--- config.mk ---
export PLATFORM = sky130hd
export DESIGN_NAME = session_slot_allocator
export DESIGN_NICKNAME = d
export VERILOG_FILES = /design/src/rtl/ssa_pkg.sv /design/src/rtl/ssa_ram.sv /design/src/rtl/ssa_dp.sv /design/src/rtl/ssa_ctrl.sv /design/src/rtl/session_slot_allocator.sv
export SDC_FILE = /design/constraint.sdc
export NUM_CORES = 2
export LEC_CHECK = 0
export BUFFER_PORTS_ARGS = -buffer_cell sky130_fd_sc_hd__buf_4
export CAP_MARGIN = 15
export CELL_PAD_IN_SITES_DETAIL_PLACEMENT = 1
export CELL_PAD_IN_SITES_GLOBAL_PLACEMENT = 1
export CORE_ASPECT_RATIO = 0.8
export CORE_UTILIZATION = 54
export DETAILED_ROUTE_END_ITERATION = 8
export GPL_TIMING_DRIVEN = 1
export PLACE_DENSITY = 0.86
export SLEW_MARGIN = 25
export SYNTH_ARGS = -nofsm -noshare
export SYNTH_HDL_FRONTEND = slang
export SYNTH_HIERARCHICAL = 1
export SYNTH_SLANG_ARGS = --single-unit
--- constraint.sdc ---
create_clock -name i_clk -period 6.55 [get_ports i_clk]
set_input_delay 0.655 -clock i_clk [delete_from_list [all_inputs] [get_ports i_clk]]
set_output_delay 0.655 -clock i_clk [all_outputs]
set_load 0.005 [all_outputs]
--- src/rtl/ssa_pkg.sv ---
// -----------------------------------------------------------------------------
// ssa_pkg
// Shared types and codes for the session slot allocator: request and result
// payloads, status and operation codes, controller command and status groups.
// -----------------------------------------------------------------------------
package ssa_pkg;

    localparam int WORD_W  = 32;   // slots per bitmap row
    localparam int WORD_LW = 5;    // log2 of WORD_W

    localparam logic OP_ALLOC = 1'b0;
    localparam logic OP_FREE  = 1'b1;

    localparam logic [1:0] ST_DONE    = 2'd0;
    localparam logic [1:0] ST_FULL    = 2'd1;
    localparam logic [1:0] ST_IGNORED = 2'd2;

    typedef struct packed {
        logic       operation;
        logic [9:0] slot_index;
    } t_req;

    typedef struct packed {
        logic [1:0]  status;
        logic [9:0]  granted_slot;
        logic [10:0] slots_in_use;
    } t_rsp;

    typedef struct packed {
        logic       clr_step;
        logic       accept;
        logic       rd_tgt;
        logic       alloc_mod;
        logic       free_mod;
        logic       sum_load;
        logic       invalidate;
        logic       pick;
        logic       rsp_load;
        logic [1:0] rsp_status;
    } t_cmd;

    typedef struct packed {
        logic clr_last;
        logic pool_full;
        logic idx_ok;
        logic op_free;
        logic bit_set;
        logic inrow_hit;
        logic row_found;
    } t_sts;

endpackage

--- src/rtl/ssa_ram.sv ---
// -----------------------------------------------------------------------------
// ssa_ram
// Generic single write port, single read port RAM with registered read data.
// -----------------------------------------------------------------------------
module ssa_ram #(
    parameter int WIDTH = 32,
    parameter int DEPTH = 32
) (
    input  logic                     i_clk,
    input  logic                     i_we,
    input  logic [$clog2(DEPTH)-1:0] i_waddr,
    input  logic [WIDTH-1:0]         i_wdata,
    input  logic [$clog2(DEPTH)-1:0] i_raddr,
    output logic [WIDTH-1:0]         o_rdata
);

    logic [WIDTH-1:0] r_mem [DEPTH];
    logic [WIDTH-1:0] r_rdata;

    always_ff @(posedge i_clk) begin
        if (i_we) begin
            r_mem[i_waddr] <= i_wdata;
        end
        r_rdata <= r_mem[i_raddr];
    end

    assign o_rdata = r_rdata;

endmodule

--- src/rtl/ssa_dp.sv ---
// -----------------------------------------------------------------------------
// ssa_dp
// Allocator datapath: row bitmap RAM, per-row full flags, next-free pointer,
// use count, row-level and summary priority searches, result register.
// -----------------------------------------------------------------------------
module ssa_dp #(
    parameter int SLOT_COUNT = 1024
) (
    input  logic          i_clk,
    input  logic          i_rst_n,
    input  ssa_pkg::t_req i_req,
    input  ssa_pkg::t_cmd i_cmd,
    output ssa_pkg::t_sts o_sts,
    output ssa_pkg::t_rsp o_rsp
);

    import ssa_pkg::*;

    localparam int ROWS   = (SLOT_COUNT + WORD_W - 1) / WORD_W;
    localparam int ROW_W  = (ROWS > 1) ? $clog2(ROWS) : 1;
    localparam int RAM_D  = (ROWS > 1) ? ROWS : 2;
    localparam int PW     = ROW_W + WORD_LW;
    localparam int CW     = $clog2(SLOT_COUNT + 1);
    localparam int XW     = ((PW > 10) ? PW : 10) + 1;
    localparam int LAST_N = SLOT_COUNT - (ROWS - 1) * WORD_W;
    localparam logic [WORD_W-1:0] LAST_MASK = WORD_W'((64'(1) << LAST_N) - 64'(1));
    localparam logic [ROW_W-1:0]  LAST_ROW  = ROW_W'(ROWS - 1);

    logic              r_op;
    logic [PW-1:0]     r_cur;
    logic [PW-1:0]     r_ptr;
    logic              r_ptr_vld;
    logic [CW-1:0]     r_cnt;
    logic [CW-1:0]     n_cnt;
    logic [ROWS-1:0]   r_full;
    logic [ROW_W-1:0]  r_tgt;
    logic [ROW_W-1:0]  r_clr;
    t_rsp              r_rsp;

    logic [ROW_W-1:0]   cur_row;
    logic [WORD_LW-1:0] cur_bit;
    logic [WORD_W-1:0]  ram_rd;
    logic [WORD_W-1:0]  row_mask;
    logic [WORD_W-1:0]  tgt_mask;
    logic [WORD_W-1:0]  bit_oh;
    logic [WORD_W-1:0]  set_word;
    logic [WORD_W-1:0]  clr_word;
    logic [WORD_W-1:0]  cand;
    logic [WORD_W-1:0]  cand_low;
    logic [WORD_LW-1:0] cand_idx;
    logic [WORD_W-1:0]  free_w;
    logic [WORD_W-1:0]  free_low;
    logic [WORD_LW-1:0] pick_bit;
    logic [ROWS-1:0]    nf;
    logic [ROWS-1:0]    nf_hi;
    logic [ROWS-1:0]    nf_sel;
    logic [ROWS-1:0]    nf_low;
    logic [ROW_W-1:0]   found_row;
    logic               row_is_full;

    logic               ram_we;
    logic [ROW_W-1:0]   ram_waddr;
    logic [WORD_W-1:0]  ram_wdata;
    logic [ROW_W-1:0]   ram_raddr;

    assign cur_row  = r_cur[PW-1:WORD_LW];
    assign cur_bit  = r_cur[WORD_LW-1:0];
    assign row_mask = (cur_row == LAST_ROW) ? LAST_MASK : {WORD_W{1'b1}};
    assign tgt_mask = (r_tgt == LAST_ROW) ? LAST_MASK : {WORD_W{1'b1}};
    assign bit_oh   = WORD_W'(1) << cur_bit;
    assign set_word = ram_rd | bit_oh;
    assign clr_word = ram_rd & ~bit_oh;

    // free slots above the granted one, in its own row
    assign cand        = ~set_word & row_mask & (({WORD_W{1'b1}} << cur_bit) << 1);
    assign cand_low    = cand & (~cand + WORD_W'(1));
    assign row_is_full = &(set_word | ~row_mask);

    assign free_w   = ~ram_rd & tgt_mask;
    assign free_low = free_w & (~free_w + WORD_W'(1));

    // summary search: rows above the current one first, then wrap from zero
    assign nf     = ~r_full;
    assign nf_hi  = nf & (({ROWS{1'b1}} << cur_row) << 1);
    assign nf_sel = (|nf_hi) ? nf_hi : nf;
    assign nf_low = nf_sel & (~nf_sel + ROWS'(1));

    always_comb begin
        cand_idx = '0;
        pick_bit = '0;
        for (int b = 0; b < WORD_W; b++) begin
            if (cand_low[b]) cand_idx = cand_idx | WORD_LW'(b);
            if (free_low[b]) pick_bit = pick_bit | WORD_LW'(b);
        end
    end

    always_comb begin
        found_row = '0;
        for (int r = 0; r < ROWS; r++) begin
            if (nf_low[r]) found_row = found_row | ROW_W'(r);
        end
    end

    always_comb begin
        n_cnt = r_cnt;
        if (i_cmd.alloc_mod) begin
            n_cnt = r_cnt + CW'(1);
        end else if (i_cmd.free_mod && (r_cnt != '0)) begin
            n_cnt = r_cnt - CW'(1);
        end
    end

    assign ram_we    = i_cmd.clr_step | i_cmd.alloc_mod | i_cmd.free_mod;
    assign ram_waddr = i_cmd.clr_step ? r_clr : cur_row;
    assign ram_wdata = i_cmd.clr_step  ? '0 :
                       i_cmd.alloc_mod ? set_word : clr_word;
    assign ram_raddr = i_cmd.rd_tgt ? r_tgt : cur_row;

    ssa_ram #(
        .WIDTH (WORD_W),
        .DEPTH (RAM_D)
    ) u_bitmap (
        .i_clk   (i_clk),
        .i_we    (ram_we),
        .i_waddr (ram_waddr),
        .i_wdata (ram_wdata),
        .i_raddr (ram_raddr),
        .o_rdata (ram_rd)
    );

    always_ff @(posedge i_clk) begin
        if (!i_rst_n) begin
            r_ptr     <= '0;
            r_ptr_vld <= 1'b1;
            r_cnt     <= '0;
            r_full    <= '0;
            r_clr     <= '0;
        end else begin
            r_cnt <= n_cnt;
            if (i_cmd.clr_step) begin
                r_clr <= r_clr + ROW_W'(1);
            end
            if (i_cmd.alloc_mod) begin
                r_full[cur_row] <= row_is_full;
                if (|cand) begin
                    r_ptr <= {cur_row, cand_idx};
                end
            end
            if (i_cmd.free_mod) begin
                r_full[cur_row] <= 1'b0;
                if (!r_ptr_vld) begin
                    r_ptr     <= r_cur;
                    r_ptr_vld <= 1'b1;
                end
            end
            if (i_cmd.invalidate) begin
                r_ptr_vld <= 1'b0;
            end
            if (i_cmd.pick) begin
                r_ptr <= {r_tgt, pick_bit};
            end
        end
    end

    always_ff @(posedge i_clk) begin
        if (i_cmd.accept) begin
            r_op  <= i_req.operation;
            r_cur <= (i_req.operation == OP_ALLOC) ? r_ptr : PW'(i_req.slot_index);
        end
        if (i_cmd.sum_load) begin
            r_tgt <= found_row;
        end
        if (i_cmd.rsp_load) begin
            r_rsp.status       <= i_cmd.rsp_status;
            r_rsp.granted_slot <= ((i_cmd.rsp_status == ST_DONE) && (r_op == OP_ALLOC))
                                  ? 10'(r_cur) : 10'd0;
            r_rsp.slots_in_use <= 11'(n_cnt);
        end
    end

    assign o_sts.clr_last  = (r_clr == LAST_ROW);
    assign o_sts.pool_full = (r_cnt >= CW'(SLOT_COUNT)) || !r_ptr_vld;
    assign o_sts.idx_ok    = XW'(i_req.slot_index) < XW'(SLOT_COUNT);
    assign o_sts.op_free   = (r_op == OP_FREE);
    assign o_sts.bit_set   = ram_rd[cur_bit];
    assign o_sts.inrow_hit = |cand;
    assign o_sts.row_found = |nf;
    assign o_rsp           = r_rsp;

endmodule

--- src/rtl/ssa_ctrl.sv ---
// -----------------------------------------------------------------------------
// ssa_ctrl
// Allocator controller: bitmap clearing after reset, request sequencing,
// row read-modify-write, summary search and pointer pick, done strobe.
// -----------------------------------------------------------------------------
module ssa_ctrl (
    input  logic          i_clk,
    input  logic          i_rst_n,
    input  logic          i_start,
    input  logic          i_op,
    input  ssa_pkg::t_sts i_sts,
    output ssa_pkg::t_cmd o_cmd,
    output logic          o_busy,
    output logic          o_done
);

    import ssa_pkg::*;

    typedef enum logic [2:0] {
        S_CLR,
        S_IDLE,
        S_RD,
        S_MOD,
        S_SUM,
        S_SRD,
        S_PICK
    } t_state;

    t_state r_state;
    t_state n_state;
    logic   r_done;
    logic   n_done;

    always_comb begin
        o_cmd   = '0;
        n_state = r_state;
        n_done  = 1'b0;
        unique case (r_state)
            S_CLR: begin
                o_cmd.clr_step = 1'b1;
                if (i_sts.clr_last) n_state = S_IDLE;
            end
            S_IDLE: begin
                if (i_start) begin
                    o_cmd.accept = 1'b1;
                    if (i_op == OP_ALLOC && i_sts.pool_full) begin
                        o_cmd.rsp_load   = 1'b1;
                        o_cmd.rsp_status = ST_FULL;
                        n_done           = 1'b1;
                    end else if (i_op == OP_FREE && !i_sts.idx_ok) begin
                        o_cmd.rsp_load   = 1'b1;
                        o_cmd.rsp_status = ST_IGNORED;
                        n_done           = 1'b1;
                    end else begin
                        n_state = S_RD;
                    end
                end
            end
            S_RD: begin
                n_state = S_MOD;
            end
            S_MOD: begin
                if (i_sts.op_free) begin
                    o_cmd.rsp_load = 1'b1;
                    n_done         = 1'b1;
                    n_state        = S_IDLE;
                    if (i_sts.bit_set) begin
                        o_cmd.free_mod   = 1'b1;
                        o_cmd.rsp_status = ST_DONE;
                    end else begin
                        o_cmd.rsp_status = ST_IGNORED;
                    end
                end else begin
                    o_cmd.alloc_mod  = 1'b1;
                    o_cmd.rsp_load   = 1'b1;
                    o_cmd.rsp_status = ST_DONE;
                    if (i_sts.inrow_hit) begin
                        n_done  = 1'b1;
                        n_state = S_IDLE;
                    end else begin
                        n_state = S_SUM;
                    end
                end
            end
            S_SUM: begin
                if (i_sts.row_found) begin
                    o_cmd.sum_load = 1'b1;
                    n_state        = S_SRD;
                end else begin
                    // pool now full: drop the pointer
                    o_cmd.invalidate = 1'b1;
                    n_done           = 1'b1;
                    n_state          = S_IDLE;
                end
            end
            S_SRD: begin
                o_cmd.rd_tgt = 1'b1;
                n_state      = S_PICK;
            end
            S_PICK: begin
                o_cmd.pick = 1'b1;
                n_done     = 1'b1;
                n_state    = S_IDLE;
            end
            default: begin
                n_state = S_IDLE;
            end
        endcase
    end

    always_ff @(posedge i_clk) begin
        if (!i_rst_n) begin
            r_state <= S_CLR;
            r_done  <= 1'b0;
        end else begin
            r_state <= n_state;
            r_done  <= n_done;
        end
    end

    assign o_busy = (r_state != S_IDLE);
    assign o_done = r_done;

endmodule

--- src/rtl/session_slot_allocator.sv ---
// -----------------------------------------------------------------------------
// session_slot_allocator
// Round-robin slot allocator over a bitmap of SLOT_COUNT slots held in RAM
// rows of 32, with per-row full flags for the wrap-around free-slot search.
// -----------------------------------------------------------------------------
// Sequence: o_done is registered. A full pool or out-of-range free is answered from idle;
//   a free, or an allocate whose next free slot lies in its own row, passes the row read
//   and modify states; the row search ends in the summary state when it leaves the pool
//   full, else moves the pointer to another row through the target read and pick states.
// A new request is taken only while busy is low. Reset: synchronous; busy stays high
//   afterwards while the bitmap rows are cleared. Results cannot be stalled.
module session_slot_allocator #(
    parameter int SLOT_COUNT = 1024
) (
    input  logic          i_clk,
    input  logic          i_rst_n,
    input  logic          start,
    input  ssa_pkg::t_req i_req,
    output logic          busy,
    output logic          o_done,
    output ssa_pkg::t_rsp o_rsp
);

    import ssa_pkg::*;

    t_cmd cmd;
    t_sts sts;

    ssa_ctrl u_ctrl (
        .i_clk   (i_clk),
        .i_rst_n (i_rst_n),
        .i_start (start),
        .i_op    (i_req.operation),
        .i_sts   (sts),
        .o_cmd   (cmd),
        .o_busy  (busy),
        .o_done  (o_done)
    );

    ssa_dp #(
        .SLOT_COUNT (SLOT_COUNT)
    ) u_dp (
        .i_clk   (i_clk),
        .i_rst_n (i_rst_n),
        .i_req   (i_req),
        .i_cmd   (cmd),
        .o_sts   (sts),
        .o_rsp   (o_rsp)
    );

endmodule

==> results.yml <==
synthesis:
  post-synth-top-area-cell: "sky130_fd_sc_hd__edfxtp_1"
  postSynth.topFlopCell: "sky130_fd_sc_hd__edfxtp_1"
  synth-edff-count: 1063
  netlist.area_leader.share_pct: 64.0
  yosysSeqAreaShare_pct: 67.8
  mappedNetlistArea_mm2: 0.0499
  synth_simple_gate_area_share_pct: 7.89
  synth_xor_xnor_area_share_pct: 0.228
  synth.ff_latch_count: 1158
  synth_top_family_by_area: "multiplexers"
  post_synth_fa_ha_maj_area_fraction_pct: 0.140
  syn-num-nets: 3526
  postSynth.asyncResetShare_pct: 0
  synthTopCellsByArea: "sky130_fd_sc_hd__edfxtp_1, sky130_fd_sc_hd__mux2i_1, sky130_fd_sc_hd__dfxtp_1, sky130_fd_sc_hd__a21oi_1, sky130_fd_sc_hd__nand2_1"
  synthCells: 3508
  post_synth.cell_area_avg_um2: 14.2
  post_synth_num_cell_types: 107
  yosys_warnings: 6
  area_fraction_in_compound_gates_after_synthesis_pct: 9.45
  muxShareOfSynthArea_pct: 11.6
timing:
  max_freq_mhz: 190
  hold_viol: 0
  tightestPinTransition_ns: 1.25
  maxSlewViolCount: 0
  post-route-min-period_ns: 5.26
  final_setup_violation_count: 0
  post-route-period-util_pct: 80.3
  finalClockSkew_ns: 0.0540
  setup-tns-final_ns: 0
  worst_slack_ns: 1.29
  timing.max_slew.rel_slack_pct: 16.2
  unrepaired_setup_endpoints_after_global_routing: "false"
clock_tree:
  cts_tree: "built"
  htreeDepth: 3
  clk_pin_slew_ns: 0.07
  cts.hold.buffers_added: 0
  cts_repair_resize_count: 0
  cts_setup_buffers: 0
  clock-sinks: 1158
  clock_tree.buffer_depth: 3
  cts_buffers: 109
  root_buffer: "sky130_fd_sc_hd__clkbuf_16"
  clock_insertion_delay_worst_skew_ns: 0.73
min_path:
  worstHoldStart: "i_req[4]"
  hold_end: "u_dp/r_cur[4]$_DFFE_PP_"
  min_path_cells: 2
  holdCritPathClass: "primary input to register"
floorplanning:
  floorplan.initialDensity_pct: 54.6
  die_w_um: 342
  fp.dieArea_mm2: 0.0936
  placement_rows: 99
  floorplan.die.height_um: 274
  floorplan.io_pins: 39
  core_region_area_mm2: 0.0913
drt:
  drcViolationCount: 0
  vias_per_cell: 7.09
  first_pass_iters: 9
  route.vias.total: 34200
  wirelength_um: 168000
  drt.antenna.violating_nets: 0
  drtIter0Drc: 5047
  route.detailed.wl_per_inst_um: 34.7
placed_design:
  numPortBuffers: 38
  pre_cts_slack_ns: 1.44
  dpl_cell_area_mm2: 0.0517
  place.gp.congestion: 0.961
  detailed_place_hpwl_um: 97800
worst_setup_path:
  crit_path_max_fanout: 26
  crit_path_start_kind: "register"
  worst-r2r-setup-slack_ns: 1.29
  setup.worst_path.class: "register to register"
  r2r.worst_path.cells: 10
  worst_ep_required_time_ns: 6.99
  setup.worst_path.end_class: "register"
  cp_data_arrival_time_ns: 5.70
  worstReg2RegStart: "u_dp/r_cur[0]$_DFFE_PP_"
  r2r-end: "u_dp/u_bitmap/r_mem[26][15]$_DFFE_PP_"
power_and_ir_drop:
  power.switching_fraction_pct: 21.1
  p_switching_w: 0.00306
  power.static_leakage_nw: 18.7
  cellPowerDensity_mw_per_mm2: 258
  power.clock.fraction_pct: 43.1
  power.share.combinational_pct: 1.2
  intPower_w: 0.0114
  pwr-share-seq_pct: 55.7
  ir_worst_vdd_mv: 0.274
global_routing:
  grt_antenna_before_repair: 1
  maximum_number_of_pins_on_one_net_before_global_route_repair: 78
  total_track_usage_pct: 32.7
  via_count_of_the_first_global_routing_pass: 33100
  grt-ovfl-total: 0
  grt_first_pass_wirelength_um: 224000
layout:
  layout-drive-gt1-share_pct: 12.2
  nets: 3544
  final_area_mm2: 0.0561
  area_growth_syn_to_layout_pct: 12.5
job:
  max_cap_viols: 0
run_status:
  status: "complete, no violations"
[metrics by stage]
stage               hold WS [ns]  util (%)  cells  total power [W]
global route               0.256      61.5   4826           0.0148
CTS                        0.232      60.3   4787           0.0144
global placement           0.526      56.3   4580          0.00836
detailed placement         0.545      56.6   4588          0.00839
floorplan                  0.492         -   3508          0.00830
finish                     0.261      61.5   4827           0.0145
[state kept, by name, indices dropped and copies added, names as in the netlist]
name,cells
u_ctrl/o_done,1
u_ctrl/r_state,3
u_dp/o_rsp,23
u_dp/r_clr,5
u_dp/r_cnt,11
u_dp/r_cur,10
u_dp/r_full,32
u_dp/r_op,1
u_dp/r_ptr,10
u_dp/r_ptr_vld,1
u_dp/r_tgt,5
u_dp/u_bitmap/o_rdata,32
u_dp/u_bitmap/r_mem,1024
[cells in the mapped netlist (6+ instances only)]
master and instances:
sky130_fd_sc_hd__o211ai_1 9, sky130_fd_sc_hd__inv_1 30, sky130_fd_sc_hd__nor2_1 155, sky130_fd_sc_hd__a211o_1 6, sky130_fd_sc_hd__mux2_2 22, sky130_fd_sc_hd__nor4_1 11, sky130_fd_sc_hd__a32oi_1 7, sky130_fd_sc_hd__or3_1 15
sky130_fd_sc_hd__buf_2 57, sky130_fd_sc_hd__dfxtp_1 95, sky130_fd_sc_hd__o31a_1 7, sky130_fd_sc_hd__mux2i_1 533, sky130_fd_sc_hd__and2_1 33, sky130_fd_sc_hd__nand3b_1 11, sky130_fd_sc_hd__a22o_1 65, sky130_fd_sc_hd__mux4_2 10
sky130_fd_sc_hd__nand2_1 220, sky130_fd_sc_hd__and3_1 15, sky130_fd_sc_hd__o22ai_1 9, sky130_fd_sc_hd__buf_1 17, sky130_fd_sc_hd__nor3_1 71, sky130_fd_sc_hd__clkbuf_1 86, sky130_fd_sc_hd__or2_2 9, sky130_fd_sc_hd__o21ai_0 93
sky130_fd_sc_hd__a31oi_1 59, sky130_fd_sc_hd__a211oi_1 9, sky130_fd_sc_hd__buf_4 46, sky130_fd_sc_hd__nand3_1 150, sky130_fd_sc_hd__nor3b_1 12, sky130_fd_sc_hd__xnor2_1 9, sky130_fd_sc_hd__buf_6 22, sky130_fd_sc_hd__o31ai_1 13
sky130_fd_sc_hd__nor2b_1 15, sky130_fd_sc_hd__a22oi_1 106, sky130_fd_sc_hd__a21oi_1 222, sky130_fd_sc_hd__a21o_1 15, sky130_fd_sc_hd__edfxtp_1 1063, sky130_fd_sc_hd__nand4_1 25, sky130_fd_sc_hd__nand2b_1 18
[area by class of cell]
cell class                      instances  area, um2
Inverter                               33        124
Antenna cell                            1       2.50
Fill cell                            8356      35200
Timing Repair Buffer                  138       2040
Multi-Input combinational cell       2086      15200
Clock inverter                         54        423
Tap cell                             1212       1520
Sequential cell                      1158      33800
Clock buffer                          145       2960
[worst max-delay path by stage]
stage | start | endpoint | slack, ns | cells past startpoint
finish | u_dp/r_cur[0]$_DFFE_PP_ | u_dp/u_bitmap/r_mem[26][15]$_DFFE_PP_ | 1.29 | 10
global route | u_dp/r_cur[0]$_DFFE_PP_ | u_dp/u_bitmap/r_mem[10][11]$_DFFE_PP_ | 1.21 | 10
CTS | u_dp/r_cur[0]$_DFFE_PP_ | u_dp/u_bitmap/r_mem[10][11]$_DFFE_PP_ | 1.41 | 9
detailed placement | u_dp/r_cur[0]$_DFFE_PP_ | u_dp/u_bitmap/r_mem[10][24]$_DFFE_PP_ | 1.44 | 9
global placement | u_dp/r_cur[0]$_DFFE_PP_ | u_dp/u_bitmap/r_mem[1][11]$_DFFE_PP_ | 1.68 | 9
floorplan | u_dp/r_cur[0]$_DFFE_PP_ | u_dp/u_bitmap/r_mem[12][0]$_DFFE_PP_ | 1.64 | 13
[critical path: stages, from the launching register on]
cell                       delay (ns)
sky130_fd_sc_hd__edfxtp_1        1.04
sky130_fd_sc_hd__buf_4           0.33
sky130_fd_sc_hd__mux4_2          0.52
sky130_fd_sc_hd__mux4_2          0.48
sky130_fd_sc_hd__nand2_1         0.09
sky130_fd_sc_hd__nand2_1         0.08
sky130_fd_sc_hd__and3_1          0.33
sky130_fd_sc_hd__or3_1           0.57
sky130_fd_sc_hd__nand3b_1        0.87
sky130_fd_sc_hd__nor2_4          0.37
sky130_fd_sc_hd__buf_16          0.28
[logic make-up (layout without fill, tap and decap cells)]
logic type	count (synthesis)	after routing
compound gates	705	705
xor+xnor	13	13
fa+ha+maj	6	6
buf+inv	264	370
flops	1158	1158
mux	565	565
other cells	1	2
simple gates	796	796
[placed cells by master (no fill, tap or decap), drive strengths merged, types with 72 or more instances in the layout]
master  count
o21ai      93
nand3     153
nor3       72
nand2     220
nor2      156
a21oi     226
buf       138
dfxtp      95
mux2i     533
clkbuf    145
a22oi     107
edfxtp   1063
[layer usage]
metal  share of wire, %  global-route usage (%)
met3                 11                    6.84
met2                 47                    51.6
met1                 38                    44.9
met4                4.7                    12.0
met5                  0                       0
[power groups by stage]
stage	clock [W]	sequential [W]	combinational (W)
2_1_floorplan	0	0.00822	0.0000821
3_3_place_gp	0	0.00822	0.000142
3_5_place_dp	0	0.00823	0.000160
4_1_cts	0.00614	0.00807	0.000162
5_1_grt	0.00650	0.00807	0.000183
6_report	0.00625	0.00807	0.000177
No activity file was read; power rests on OpenSTA's default activity.
